$ cat src/rtl/core/assert_macros.svh
// Assertion macros shared by the elevator scheduler RTL.
// Needs no other file; the bodies compile away when SYNTHESIS is defined.
`ifndef ASSERT_MACROS_SVH
`define ASSERT_MACROS_SVH
`ifndef SYNTHESIS
// Property must hold at every clock edge outside reset.
`define ASSERT_AT(lbl, clk, rstn, prop) \
    lbl: assert property (@(posedge clk) disable iff (!(rstn)) (prop)) \
        else $error("%m: property failed");
// Condition must never be seen at a clock edge outside reset.
`define ASSERT_NEVER(lbl, clk, rstn, cond) \
    lbl: assert property (@(posedge clk) disable iff (!(rstn)) !(cond)) \
        else $error("%m: forbidden condition seen");
`else
`define ASSERT_AT(lbl, clk, rstn, prop)
`define ASSERT_NEVER(lbl, clk, rstn, cond)
`endif
`endif

$ cat src/rtl/core/efs_pkg.sv
// Types, constants and helper functions for the elevator floor scheduler.
// Used by every module of the block; depends on nothing.
`default_nettype none
package efs_pkg;

    localparam int FLOORS  = 12;
    localparam int FLOOR_W = $clog2(FLOORS + 1);
    localparam int TIMER_W = 16;
    localparam int TICK_W  = 10;

    localparam logic [TIMER_W-1:0] DOOR_HOLD_RST   = TIMER_W'(3000);
    localparam logic [TIMER_W-1:0] MOVE_PERIOD_RST = TIMER_W'(3000);
    localparam logic [TICK_W-1:0]  TICK_RST        = TICK_W'(30);
    localparam logic [FLOOR_W-1:0] START_FLOOR_RST = FLOOR_W'(1);

    typedef logic [FLOORS-1:0]  t_map;
    typedef logic [FLOOR_W-1:0] t_floor;
    typedef logic [TIMER_W-1:0] t_timer;

    typedef enum logic [1:0] {
        OP_TICK    = 2'd0,
        OP_REQUEST = 2'd1,
        OP_EXTEND  = 2'd2,
        OP_CLOSE   = 2'd3
    } t_op;

    typedef enum logic [1:0] {
        DIR_IDLE = 2'd0,
        DIR_UP   = 2'd1,
        DIR_DN   = 2'd2
    } t_dir;

    typedef enum logic [1:0] {
        REG_DOOR_HOLD   = 2'd0,
        REG_MOVE_PERIOD = 2'd1,
        REG_TICK        = 2'd2,
        REG_START_FLOOR = 2'd3
    } t_reg_idx;

    // Timer settings and the start floor as held by the register file.
    typedef struct packed {
        t_timer              door_hold;
        t_timer              move_period;
        logic [TICK_W-1:0]   tick;
        logic [FLOOR_W-1:0]  start_floor;
    } t_cfg;

    // Request from the register file to place the car on a floor.
    typedef struct packed {
        logic   wr;
        t_floor floor;
    } t_floor_set;

    // Scheduler state carried from one item to the next.
    typedef struct packed {
        t_map   pending;
        t_floor floor;
        t_dir   dir;
        logic   door_open;
        t_timer door_timer;
        t_timer move_timer;
    } t_state;

    // One result beat.
    typedef struct packed {
        t_map   pending;
        logic   taken;
        t_floor served_floor;
        logic   served;
        logic   door_open;
        t_dir   direction;
        t_floor car_floor;
    } t_result;

    function automatic t_floor clamp_floor(input t_floor v);
        t_floor r;
        if (v == '0) begin
            r = t_floor'(1);
        end else if (v > t_floor'(FLOORS)) begin
            r = t_floor'(FLOORS);
        end else begin
            r = v;
        end
        return r;
    endfunction

    // Bit mask of the floors strictly above floor f.
    function automatic t_map above_mask(input t_floor f);
        t_map m;
        for (int i = 0; i < FLOORS; i++) begin
            m[i] = (FLOOR_W'(i + 1) > f);
        end
        return m;
    endfunction

    // Bit mask of the floors strictly below floor f.
    function automatic t_map below_mask(input t_floor f);
        t_map m;
        for (int i = 0; i < FLOORS; i++) begin
            m[i] = (FLOOR_W'(i + 1) < f);
        end
        return m;
    endfunction

    function automatic t_map floor_bit(input t_floor f);
        return t_map'(1) << (f - t_floor'(1));
    endfunction

    // Lowest pending floor in the mask, zero for an empty mask.
    function automatic t_floor lowest_floor(input t_map m);
        t_floor r;
        r = '0;
        for (int i = FLOORS - 1; i >= 0; i--) begin
            if (m[i]) begin
                r = FLOOR_W'(i + 1);
            end
        end
        return r;
    endfunction

    // Highest pending floor in the mask, zero for an empty mask.
    function automatic t_floor highest_floor(input t_map m);
        t_floor r;
        r = '0;
        for (int i = 0; i < FLOORS; i++) begin
            if (m[i]) begin
                r = FLOOR_W'(i + 1);
            end
        end
        return r;
    endfunction

endpackage
`default_nettype wire

$ cat src/rtl/core/efs_cfg_regs.sv
// APB register file for the scheduler timers and the start floor.
// Depends on efs_pkg for the register map and the settings struct.
`default_nettype none
module efs_cfg_regs
    import efs_pkg::*;
(
    input  wire logic        i_clk,
    input  wire logic        i_rst_n,
    input  wire logic        psel,
    input  wire logic        penable,
    input  wire logic        pwrite,
    input  wire logic [3:0]  paddr,
    input  wire logic [31:0] pwdata,
    output logic      [31:0] prdata,
    output logic             pready,
    output t_cfg             o_cfg,
    output t_floor_set       o_floor_set
);

    t_cfg     r_cfg;
    t_reg_idx w_idx;
    logic     w_wr;

    assign w_idx  = t_reg_idx'(paddr[3:2]);
    assign w_wr   = psel && penable && pwrite;
    assign pready = 1'b1;

    // Register writes in the access phase.
    always_ff @(posedge i_clk) begin
        if (!i_rst_n) begin
            r_cfg.door_hold   <= DOOR_HOLD_RST;
            r_cfg.move_period <= MOVE_PERIOD_RST;
            r_cfg.tick        <= TICK_RST;
            r_cfg.start_floor <= START_FLOOR_RST;
        end else if (w_wr) begin
            case (w_idx)
                REG_DOOR_HOLD:   r_cfg.door_hold   <= pwdata[TIMER_W-1:0];
                REG_MOVE_PERIOD: r_cfg.move_period <= pwdata[TIMER_W-1:0];
                REG_TICK:        r_cfg.tick        <= pwdata[TICK_W-1:0];
                REG_START_FLOOR: r_cfg.start_floor <= pwdata[FLOOR_W-1:0];
                default: ;
            endcase
        end
    end

    // A start floor write places the car at once, clamped into the shaft.
    assign o_floor_set.wr    = w_wr && (w_idx == REG_START_FLOOR);
    assign o_floor_set.floor = clamp_floor(pwdata[FLOOR_W-1:0]);
    assign o_cfg             = r_cfg;

    // Read back.
    always_comb begin
        case (w_idx)
            REG_DOOR_HOLD:   prdata = 32'(r_cfg.door_hold);
            REG_MOVE_PERIOD: prdata = 32'(r_cfg.move_period);
            REG_TICK:        prdata = 32'(r_cfg.tick);
            REG_START_FLOOR: prdata = 32'(r_cfg.start_floor);
            default:         prdata = '0;
        endcase
    end

endmodule
`default_nettype wire

$ cat src/rtl/core/efs_step.sv
// Next-state and result logic for one scheduler item (tick, request,
// extend, close). Purely combinational; depends on efs_pkg.
`default_nettype none
module efs_step
    import efs_pkg::*;
(
    input  wire t_cfg         i_cfg,
    input  wire t_state       i_state,
    input  wire t_op          i_op,
    input  wire t_floor       i_floor,
    output t_state            o_state,
    output t_result           o_result
);

    t_map   w_up;
    t_map   w_dn;
    t_map   w_here;
    t_floor w_ud;
    t_floor w_dd;
    t_timer w_tick;

    // Pending floors on either side of the car, and the car's own bit.
    assign w_up   = i_state.pending & above_mask(i_state.floor);
    assign w_dn   = i_state.pending & below_mask(i_state.floor);
    assign w_here = floor_bit(i_state.floor);
    assign w_ud   = lowest_floor(w_up) - i_state.floor;
    assign w_dd   = i_state.floor - highest_floor(w_dn);
    assign w_tick = TIMER_W'(i_cfg.tick);

    always_comb begin
        t_state n;
        t_dir   dir;
        t_dir   opp;
        logic   ahead_any;
        logic   served;
        logic   taken;

        n      = i_state;
        served = 1'b0;
        taken  = 1'b0;
        dir    = i_state.dir;
        opp    = DIR_UP;
        ahead_any = 1'b0;

        case (i_op)
            OP_TICK: begin
                if (i_state.door_open) begin
                    // Door open: count the hold time down, close at zero.
                    if (i_state.door_timer <= w_tick) begin
                        n.door_timer = '0;
                        n.door_open  = 1'b0;
                    end else begin
                        n.door_timer = i_state.door_timer - w_tick;
                    end
                end else if (i_state.pending == '0) begin
                    n.dir = DIR_IDLE;
                end else begin
                    // Idle car picks a side; nearer side wins, ties go up.
                    if (dir == DIR_IDLE && (w_up != '0 || w_dn != '0)) begin
                        if (w_dn == '0) begin
                            dir = DIR_UP;
                        end else if (w_up == '0) begin
                            dir = DIR_DN;
                        end else begin
                            dir = (w_ud <= w_dd) ? DIR_UP : DIR_DN;
                        end
                        n.move_timer = i_cfg.move_period;
                    end
                    ahead_any = (dir == DIR_UP && w_up != '0) ||
                                (dir == DIR_DN && w_dn != '0);
                    if ((i_state.pending & w_here) != '0) begin
                        // Arrival at a pending floor.
                        n.door_open  = 1'b1;
                        n.door_timer = i_cfg.door_hold;
                        n.pending    = i_state.pending & ~w_here;
                        n.move_timer = i_cfg.move_period;
                        served       = 1'b1;
                        if (!ahead_any) begin
                            opp = (dir == DIR_UP) ? DIR_DN : DIR_UP;
                            if ((opp == DIR_UP && w_up != '0) ||
                                (opp == DIR_DN && w_dn != '0)) begin
                                dir = opp;
                            end else begin
                                dir = DIR_IDLE;
                            end
                        end
                    end else if (n.move_timer != '0) begin
                        n.move_timer = (n.move_timer > w_tick) ?
                                       n.move_timer - w_tick : '0;
                    end else if (!ahead_any) begin
                        dir = DIR_IDLE;
                    end else begin
                        n.floor      = (dir == DIR_UP) ? i_state.floor + t_floor'(1)
                                                       : i_state.floor - t_floor'(1);
                        n.move_timer = i_cfg.move_period;
                    end
                    n.dir = dir;
                end
            end
            OP_REQUEST: begin
                // Accept only a new floor inside the shaft, not the car's own.
                if (i_floor != '0 && i_floor <= t_floor'(FLOORS) &&
                    i_floor != i_state.floor &&
                    (i_state.pending & floor_bit(i_floor)) == '0) begin
                    n.pending = i_state.pending | floor_bit(i_floor);
                    taken     = 1'b1;
                end
            end
            OP_EXTEND: begin
                if (i_state.door_open) begin
                    n.door_timer = i_cfg.door_hold;
                end
            end
            OP_CLOSE: begin
                if (i_state.door_open) begin
                    n.door_open  = 1'b0;
                    n.door_timer = '0;
                end
            end
            default: ;
        endcase

        o_state               = n;
        o_result.pending      = n.pending;
        o_result.taken        = taken;
        o_result.served       = served;
        o_result.served_floor = served ? i_state.floor : '0;
        o_result.door_open    = n.door_open;
        o_result.direction    = n.dir;
        o_result.car_floor    = n.floor;
    end

endmodule
`default_nettype wire

$ cat src/rtl/core/elevator_floor_scheduler_core.sv
// Top level of the single-car elevator floor scheduler: input register,
// state, result register and APB settings. Uses efs_pkg, efs_cfg_regs,
// efs_step and assert_macros.svh.
//
//  channel  | direction | payload
//  ---------+-----------+-----------------------------------------------
//  s (in)   | sink      | tuser: op; tdata: floor
//  m (out)  | source    | tdata: car floor, direction, door, served, pending
//  apb      | slave     | four settings registers at byte addresses 0..12
//
// One beat in, one beat out; a new beat is taken every cycle unless the
// output stalls. A beat is first held in the input register and is then
// worked into the state and the result register, which offers its result.
// A stalled output holds the result and stops the input register only
// when that register is full. Reset is synchronous and leaves the car on
// floor 1, door shut, nothing pending.
`default_nettype none
`include "assert_macros.svh"
module elevator_floor_scheduler_core
    import efs_pkg::*;
(
    input  wire logic        i_clk,
    input  wire logic        i_rst_n,
    // Input stream.
    input  wire logic        i_s_tvalid,
    output logic             o_s_tready,
    input  wire logic [7:0]  i_s_tdata,  // [3:0] floor, [7:4] zero
    input  wire logic [1:0]  i_s_tuser,  // [1:0] op
    // Result stream.
    output logic             o_m_tvalid,
    input  wire logic        i_m_tready,
    // [3:0] car_floor, [5:4] direction, [6] door_open, [7] served,
    // [11:8] served_floor, [12] request_taken, [24:13] pending_floors,
    // [31:25] zero
    output logic      [31:0] o_m_tdata,
    // Settings port.
    input  wire logic        psel,
    input  wire logic        penable,
    input  wire logic        pwrite,
    input  wire logic [3:0]  paddr,
    input  wire logic [31:0] pwdata,
    output logic      [31:0] prdata,
    output logic             pready
);

    t_cfg       w_cfg;
    t_floor_set w_floor_set;
    t_state     r_state;
    t_state     n_state;
    t_result    n_result;
    t_result    r_result;
    logic       r_in_valid;
    t_op        r_in_op;
    t_floor     r_in_floor;
    logic       r_out_valid;
    logic       w_advance;

    efs_cfg_regs u_cfg (
        .i_clk       (i_clk),
        .i_rst_n     (i_rst_n),
        .psel        (psel),
        .penable     (penable),
        .pwrite      (pwrite),
        .paddr       (paddr),
        .pwdata      (pwdata),
        .prdata      (prdata),
        .pready      (pready),
        .o_cfg       (w_cfg),
        .o_floor_set (w_floor_set)
    );

    efs_step u_step (
        .i_cfg    (w_cfg),
        .i_state  (r_state),
        .i_op     (r_in_op),
        .i_floor  (r_in_floor),
        .o_state  (n_state),
        .o_result (n_result)
    );

    // The held beat moves on when the result register is free or emptying.
    assign w_advance  = r_in_valid && (!r_out_valid || i_m_tready);
    assign o_s_tready = !r_in_valid || !r_out_valid || i_m_tready;

    // Input register.
    always_ff @(posedge i_clk) begin
        if (!i_rst_n) begin
            r_in_valid <= 1'b0;
        end else if (o_s_tready) begin
            r_in_valid <= i_s_tvalid;
        end
    end

    always_ff @(posedge i_clk) begin
        if (o_s_tready && i_s_tvalid) begin
            r_in_op    <= t_op'(i_s_tuser);
            r_in_floor <= i_s_tdata[FLOOR_W-1:0];
        end
    end

    // Scheduler state; a start floor write places the car directly.
    always_ff @(posedge i_clk) begin
        if (!i_rst_n) begin
            r_state.pending    <= '0;
            r_state.floor      <= clamp_floor(START_FLOOR_RST);
            r_state.dir        <= DIR_IDLE;
            r_state.door_open  <= 1'b0;
            r_state.door_timer <= '0;
            r_state.move_timer <= MOVE_PERIOD_RST;
        end else if (w_floor_set.wr) begin
            r_state.floor <= w_floor_set.floor;
        end else if (w_advance) begin
            r_state <= n_state;
        end
    end

    // Result register.
    always_ff @(posedge i_clk) begin
        if (!i_rst_n) begin
            r_out_valid <= 1'b0;
        end else if (w_advance) begin
            r_out_valid <= 1'b1;
        end else if (i_m_tready) begin
            r_out_valid <= 1'b0;
        end
    end

    always_ff @(posedge i_clk) begin
        if (w_advance) begin
            r_result <= n_result;
        end
    end

    assign o_m_tvalid = r_out_valid;
    assign o_m_tdata  = 32'(r_result);

    // The car never leaves the shaft.
    `ASSERT_NEVER(a_floor_range, i_clk, i_rst_n,
        r_out_valid && (r_result.car_floor == '0 ||
                        r_result.car_floor > t_floor'(FLOORS)))
    // A served floor is the car's floor, with the door open.
    `ASSERT_AT(a_served_door, i_clk, i_rst_n,
        (r_out_valid && r_result.served) |->
        (r_result.door_open && r_result.served_floor == r_result.car_floor))
    // A tick that serves cannot also take a request.
    `ASSERT_NEVER(a_served_taken, i_clk, i_rst_n,
        r_out_valid && r_result.served && r_result.taken)
    // No floor is reported without the served flag.
    `ASSERT_NEVER(a_served_zero, i_clk, i_rst_n,
        r_out_valid && !r_result.served && r_result.served_floor != '0)

endmodule
`default_nettype wire

$ cat config.mk
export PLATFORM = sky130hd
export DESIGN_NAME = elevator_floor_scheduler_core
export DESIGN_NICKNAME = d
export VERILOG_FILES = /design/src/rtl/core/efs_pkg.sv /design/src/rtl/core/efs_cfg_regs.sv /design/src/rtl/core/efs_step.sv /design/src/rtl/core/elevator_floor_scheduler_core.sv
export VERILOG_INCLUDE_DIRS = /design/src /design/src/rtl/core
export SDC_FILE = /design/constraint.sdc
export NUM_CORES = 1
export LEC_CHECK = 0
export BUFFER_PORTS_ARGS = -buffer_cell sky130_fd_sc_hd__buf_2
export CAP_MARGIN = 15
export CORE_AREA = 4 4 154 156
export DETAILED_ROUTE_END_ITERATION = 8
export DIE_AREA = 0 0 158 160
export PLACE_DENSITY = 0.61
export SLEW_MARGIN = 25
export SYNTH_ARGS = -nofsm -noshare
export SYNTH_HDL_FRONTEND = slang
export SYNTH_SLANG_ARGS = --single-unit
$ cat constraint.sdc
create_clock -name i_clk -period 7.3 [get_ports i_clk]
set_clock_uncertainty 0.2 [all_clocks]
set_input_delay 0.365 -clock i_clk [delete_from_list [all_inputs] [get_ports i_clk]]
set_output_delay 0.365 -clock i_clk [all_outputs]
set_load 0.02 [all_outputs]
==> impl_results.rst <==
.. list-table::
   :header-rows: 1

   * - Metric
     - Value
   * - Outcome
     - finished, final reports clean
   * - Top achievable clock speed
     - 0.163 GHz
   * - Avg WL per Cell
     - 18.6 um
   * - Fraction of final layout cells sized beyond drive strength 1
     - roughly an eighth
   * - Portion of netlist area occupied by mux cells
     - 3.92%
   * - Sequential area share after synthesis
     - 32.4%
   * - Max Transition Viols Final
     - 0
   * - Final setup viols
     - 0
   * - Largest net degree at the start of global routing
     - 58
   * - Insertion delay of the later-clocked pin in the worst-skew pair
     - around 0.43 ns
   * - Total vias in the final route
     - 8531
   * - GP Congestion
     - ~0.93
   * - Required arrival time at the worst endpoint
     - approximately 7.5 ns
   * - TritonCTS Sinks
     - 130
   * - Die Span Y
     - 160 um
   * - Share of async-settable or async-resettable flops after synthesis
     - 0%
   * - Timing endpoint of the critical path
     - r_state[9]$_SDFFE_PN1P_
   * - Final Hold Vio Count
     - 0
   * - Worst VDD drop
     - 0.166 mV
   * - Clock buffers created by TritonCTS
     - 17
   * - # H-tree levels
     - 4
   * - Clock-pin slew on the worst setup and hold paths
     - 0.06 ns
   * - Max-slew headroom at the worst pin
     - approximately a third
   * - Growth of design area from synthesis to finish
     - 13.2%
   * - First-pass iteration count of the detailed router
     - 7
   * - Overall routed net length
     - approximately 27000 um
   * - Crit-path max FO
     - 11
   * - Worst flop-to-flop path startpoint
     - r_state[35]$_SDFFE_PN1P_
   * - Post-Route Hold Slack
     - approximately 0.014 ns
   * - Pre-CTS setup slack
     - roughly 1.3 ns
   * - Final worst-path setup slack
     - 1.18 ns
   * - Reg-to-reg endpoint
     - r_state[9]$_SDFFE_PN1P_
   * - Time the worst path needs with I/O delays and setup
     - 6.12 ns
   * - Setup repair after global routing missed its margin
     - no
   * - Root buf cell
     - sky130_fd_sc_hd__clkbuf_16
   * - Cell area power density
     - 215 mW/mm^2
   * - Final period util
     - 83.8%
   * - Antenna violations before repair
     - 1
   * - Synth top area cells
     - sky130_fd_sc_hd__dfxtp_1 (22%), sky130_fd_sc_hd__edfxtp_1 (10%), sky130_fd_sc_hd__nand2_1 (7.3%), sky130_fd_sc_hd__ha_1 (6.1%), sky130_fd_sc_hd__a21oi_1 (4.7%)
   * - Total routing usage reported by global routing
     - 21.7%
   * - DIE WIDTH
     - between 150 and 200 um
   * - Total setup buffers inserted after CTS
     - 0
   * - Antenna diode count
     - 0
   * - Rows
     - 55
   * - Depth of the worst register-to-register path
     - 18
   * - Top flip-flop cell by instance count after synthesis
     - sky130_fd_sc_hd__dfxtp_1
   * - Number of cells produced by synthesis
     - 1110
   * - Setup_tns
     - 0 ns
   * - Warnings, synthesis
     - 0
   * - Final ANT Viol Nets
     - 0
   * - Drt via density
     - between 5 and 6
   * - Type of element capturing the critical path
     - flip-flop
   * - Yosys reg bits
     - 130
   * - Total congestion overflow after global routing
     - 0
   * - Netlist area before placement
     - 0.00900 mm^2
   * - Cell type contributing the most total cell area after synthesis
     - sky130_fd_sc_hd__dfxtp_1
   * - Fraction of post-synthesis cell area in the top cell type by area
     - 22.0%
   * - Largest family of logic cells by synthesized area
     - compound AO/OA/AOI/OAI gates
   * - EDFF count, synth
     - 31
   * - Pleak
     - 4.01 nW
   * - Floorplan die area
     - 0.0253 mm^2
   * - PortBufs
     - 73
   * - Utilization after layout
     - 45.5%
   * - Global-route wire length before repair
     - about 44000 um
   * - HPWL reported at the end of detailed placement
     - 19100 um
   * - Start point of the critical path
     - r_state[35]$_SDFFE_PN1P_
   * - Slew of the pin with the lowest slew margin
     - between 0.9 and 1 ns
   * - Crit path launch type
     - flip-flop
   * - Number of design-rule violations left by the first detailed-router iteration
     - between 600 and 700
   * - Core footprint
     - approximately 0.022 mm^2
   * - Compound-Gate Fraction of Synth Area
     - 25.0%
   * - Kind of critical path
     - flip-flop to flip-flop
   * - Synth cell types
     - slightly below 90
   * - Vias in the first global route
     - 8182
   * - TritonCTS clock tree
     - built
   * - Worst-case clock buffer depth
     - 2
   * - Net count reported at finish
     - ~1300
   * - Path type of the worst min-delay path
     - primary input to flip-flop
   * - Hold depth
     - 3
   * - Arr. time, crit path
     - 6.29 ns
   * - Maximum Capacitance Violations
     - 0
   * - Area share of fa/ha/maj cells after synthesis
     - about 7.0%
   * - Top Ports
     - 120
   * - Syn avg cell area
     - 8.11 um^2
   * - # resized after CTS
     - 0
   * - Initial standard-cell utilization of the core
     - 40.2%
   * - Number of DRC violations after detailed routing
     - 0
   * - Reg2reg setup slack
     - 1.18 ns
   * - Synth Area in XOR/XNOR
     - 3.12%
   * - Simple logic cell fraction of the synthesized area
     - between 20% and 30%
-- power breakdown --
part | total [mW] | leakage [nW] | switching (mW) | internal [mW]
Sequential | 0.798 | 1.10 | 0.0344 | 0.764
Clock | 0.906 | 0.298 | 0.335 | 0.570
Combinational | 0.487 | 2.61 | 0.299 | 0.188
Total | 2.19 | 4.01 | 0.669 | 1.52
-- layout make-up --
class / count / area, um^2
flip-flops and latches: 130 / 2910
clock inverters: 14 / 189
clock buffers: 18 / 429
inverters: 45 / 169
fillers: 2220 / 12200
repair buffers: 98 / 598
multi-input cells: 865 / 5530
well taps: 285 / 357
-- stage by stage --
stage | instance area (um^2) | power [mW] | std cells
after floorplan | 9080 | 1.18 | 1132
after global placement | 9380 | 1.28 | 1405
after detailed placement | 9380 | 1.28 | 1405
after CTS | 10200 | 2.20 | 1455
after global routing | 10200 | 2.30 | 1455
final | 10200 | 2.19 | 1455
-- worst min path at each step --
stage                                 from  slack [ns]                           end
4_1_cts                          pwdata[6]       0.002  u_cfg.o_cfg[20]$_SDFFE_PN0P_
6_report                         pwdata[6]        0.01  u_cfg.o_cfg[20]$_SDFFE_PN0P_
3_5_place_dp   u_cfg.o_cfg[1]$_SDFFE_PN0P_        0.26   u_cfg.o_cfg[1]$_SDFFE_PN0P_
2_1_floorplan  u_cfg.o_cfg[1]$_SDFFE_PN0P_        0.23   u_cfg.o_cfg[1]$_SDFFE_PN0P_
5_1_grt                          pwdata[6]        0.03  u_cfg.o_cfg[10]$_SDFFE_PN0P_
3_3_place_gp   u_cfg.o_cfg[1]$_SDFFE_PN0P_        0.25   u_cfg.o_cfg[1]$_SDFFE_PN0P_
-- metal layers --
layer | global-route usage (%) | routed length, um
met3 | 4.55 | 1780
met4 | 6.82 | 667
met5 | 0 | 15
met1 | 29.4 | 11900
met2 | 34.5 | 12800
-- cell families after synthesis --
| logic type | Yosys count |
|---|---|
| multiplexers | 30 |
| adder cells (fa/ha/maj) | 48 |
| buffers and inverters | 137 |
| AO/OA/AOI/OAI | 327 |
| flip-flops | 130 |
| AND/OR/NAND/NOR | 404 |
| other | 2 |
| XOR/XNOR | 32 |
-- cells in the mapped netlist, types with 8 or more instances --
| library cell | number |
|---|---|
| sky130_fd_sc_hd__a211oi_1 | 9 |
| sky130_fd_sc_hd__a21o_1 | 9 |
| sky130_fd_sc_hd__a21oi_1 | 84 |
| sky130_fd_sc_hd__a22oi_1 | 12 |
| sky130_fd_sc_hd__a31oi_1 | 19 |
| sky130_fd_sc_hd__a32o_1 | 11 |
| sky130_fd_sc_hd__and2_1 | 11 |
| sky130_fd_sc_hd__and3_1 | 11 |
| sky130_fd_sc_hd__buf_2 | 8 |
| sky130_fd_sc_hd__buf_4 | 26 |
| sky130_fd_sc_hd__clkbuf_1 | 51 |
| sky130_fd_sc_hd__dfxtp_1 | 99 |
| sky130_fd_sc_hd__edfxtp_1 | 31 |
| sky130_fd_sc_hd__ha_1 | 44 |
| sky130_fd_sc_hd__inv_1 | 45 |
| sky130_fd_sc_hd__mux2i_1 | 24 |
| sky130_fd_sc_hd__nand2_1 | 176 |
| sky130_fd_sc_hd__nand2b_1 | 8 |
| sky130_fd_sc_hd__nand3_1 | 39 |
| sky130_fd_sc_hd__nand4_1 | 10 |
| sky130_fd_sc_hd__nor2_1 | 60 |
| sky130_fd_sc_hd__nor2b_1 | 16 |
| sky130_fd_sc_hd__nor3_1 | 27 |
| sky130_fd_sc_hd__nor4_1 | 9 |
| sky130_fd_sc_hd__o211ai_1 | 15 |
| sky130_fd_sc_hd__o21a_1 | 9 |
| sky130_fd_sc_hd__o21ai_0 | 71 |
| sky130_fd_sc_hd__o21ba_2 | 8 |
| sky130_fd_sc_hd__xnor2_1 | 20 |
| sky130_fd_sc_hd__xor2_1 | 12 |
-- placed cells by master (no fill, tap or decap), types with 10 or more instances in the layout --
master	instances
sky130_fd_sc_hd__a21oi_1	84
sky130_fd_sc_hd__mux2i_1	24
sky130_fd_sc_hd__nand2_1	176
sky130_fd_sc_hd__conb_1	24
sky130_fd_sc_hd__nor2b_1	16
sky130_fd_sc_hd__xor2_1	12
sky130_fd_sc_hd__o21ai_0	71
sky130_fd_sc_hd__a32o_1	11
sky130_fd_sc_hd__buf_2	73
sky130_fd_sc_hd__edfxtp_1	31
sky130_fd_sc_hd__inv_1	44
sky130_fd_sc_hd__nor3_1	26
sky130_fd_sc_hd__nor2_1	60
sky130_fd_sc_hd__nand3_1	39
sky130_fd_sc_hd__a22oi_1	12
sky130_fd_sc_hd__and2_1	11
sky130_fd_sc_hd__nand4_1	10
sky130_fd_sc_hd__ha_1	44
sky130_fd_sc_hd__and3_1	11
sky130_fd_sc_hd__o211ai_1	15
sky130_fd_sc_hd__xnor2_1	20
sky130_fd_sc_hd__dlygate4sd3_1	18
sky130_fd_sc_hd__a31oi_1	19
sky130_fd_sc_hd__clkbuf_16	17
sky130_fd_sc_hd__dfxtp_1	99
-- state kept, by name (all words and copies together), names as in the netlist --
signal / flops
r_in_op: 2
u_cfg.o_cfg: 46
o_m_tdata: 25
r_state: 51
r_in_floor: 4
o_m_tvalid: 1
r_in_valid: 1
-- timing repair --
action                                  4_1_cts  5_1_grt
endpoints found under the hold margin        27        0
hold buffers                                 18        0
endpoints found under the setup margin        0        0
-- critical path, stage by stage (launching register included) --
cell and delay [ns]:
sky130_fd_sc_hd__dfxtp_1 0.61, sky130_fd_sc_hd__inv_1 0.33, sky130_fd_sc_hd__ha_1 0.37, sky130_fd_sc_hd__nor3b_1 0.41, sky130_fd_sc_hd__nor3_1 0.16, sky130_fd_sc_hd__and3_1 0.26
sky130_fd_sc_hd__a21boi_1 0.67, sky130_fd_sc_hd__mux2i_1 0.16, sky130_fd_sc_hd__ha_1 0.25, sky130_fd_sc_hd__fa_1 0.42, sky130_fd_sc_hd__nand2b_1 0.19, sky130_fd_sc_hd__a211oi_1 0.38
sky130_fd_sc_hd__o31a_1 0.24, sky130_fd_sc_hd__o21ai_0 0.10, sky130_fd_sc_hd__and2_1 0.19, sky130_fd_sc_hd__a31oi_1 0.35, sky130_fd_sc_hd__o211ai_1 0.33, sky130_fd_sc_hd__o211ai_1 0.28
sky130_fd_sc_hd__o31a_1 0.15
No activity file was read; power rests on OpenSTA's default activity.
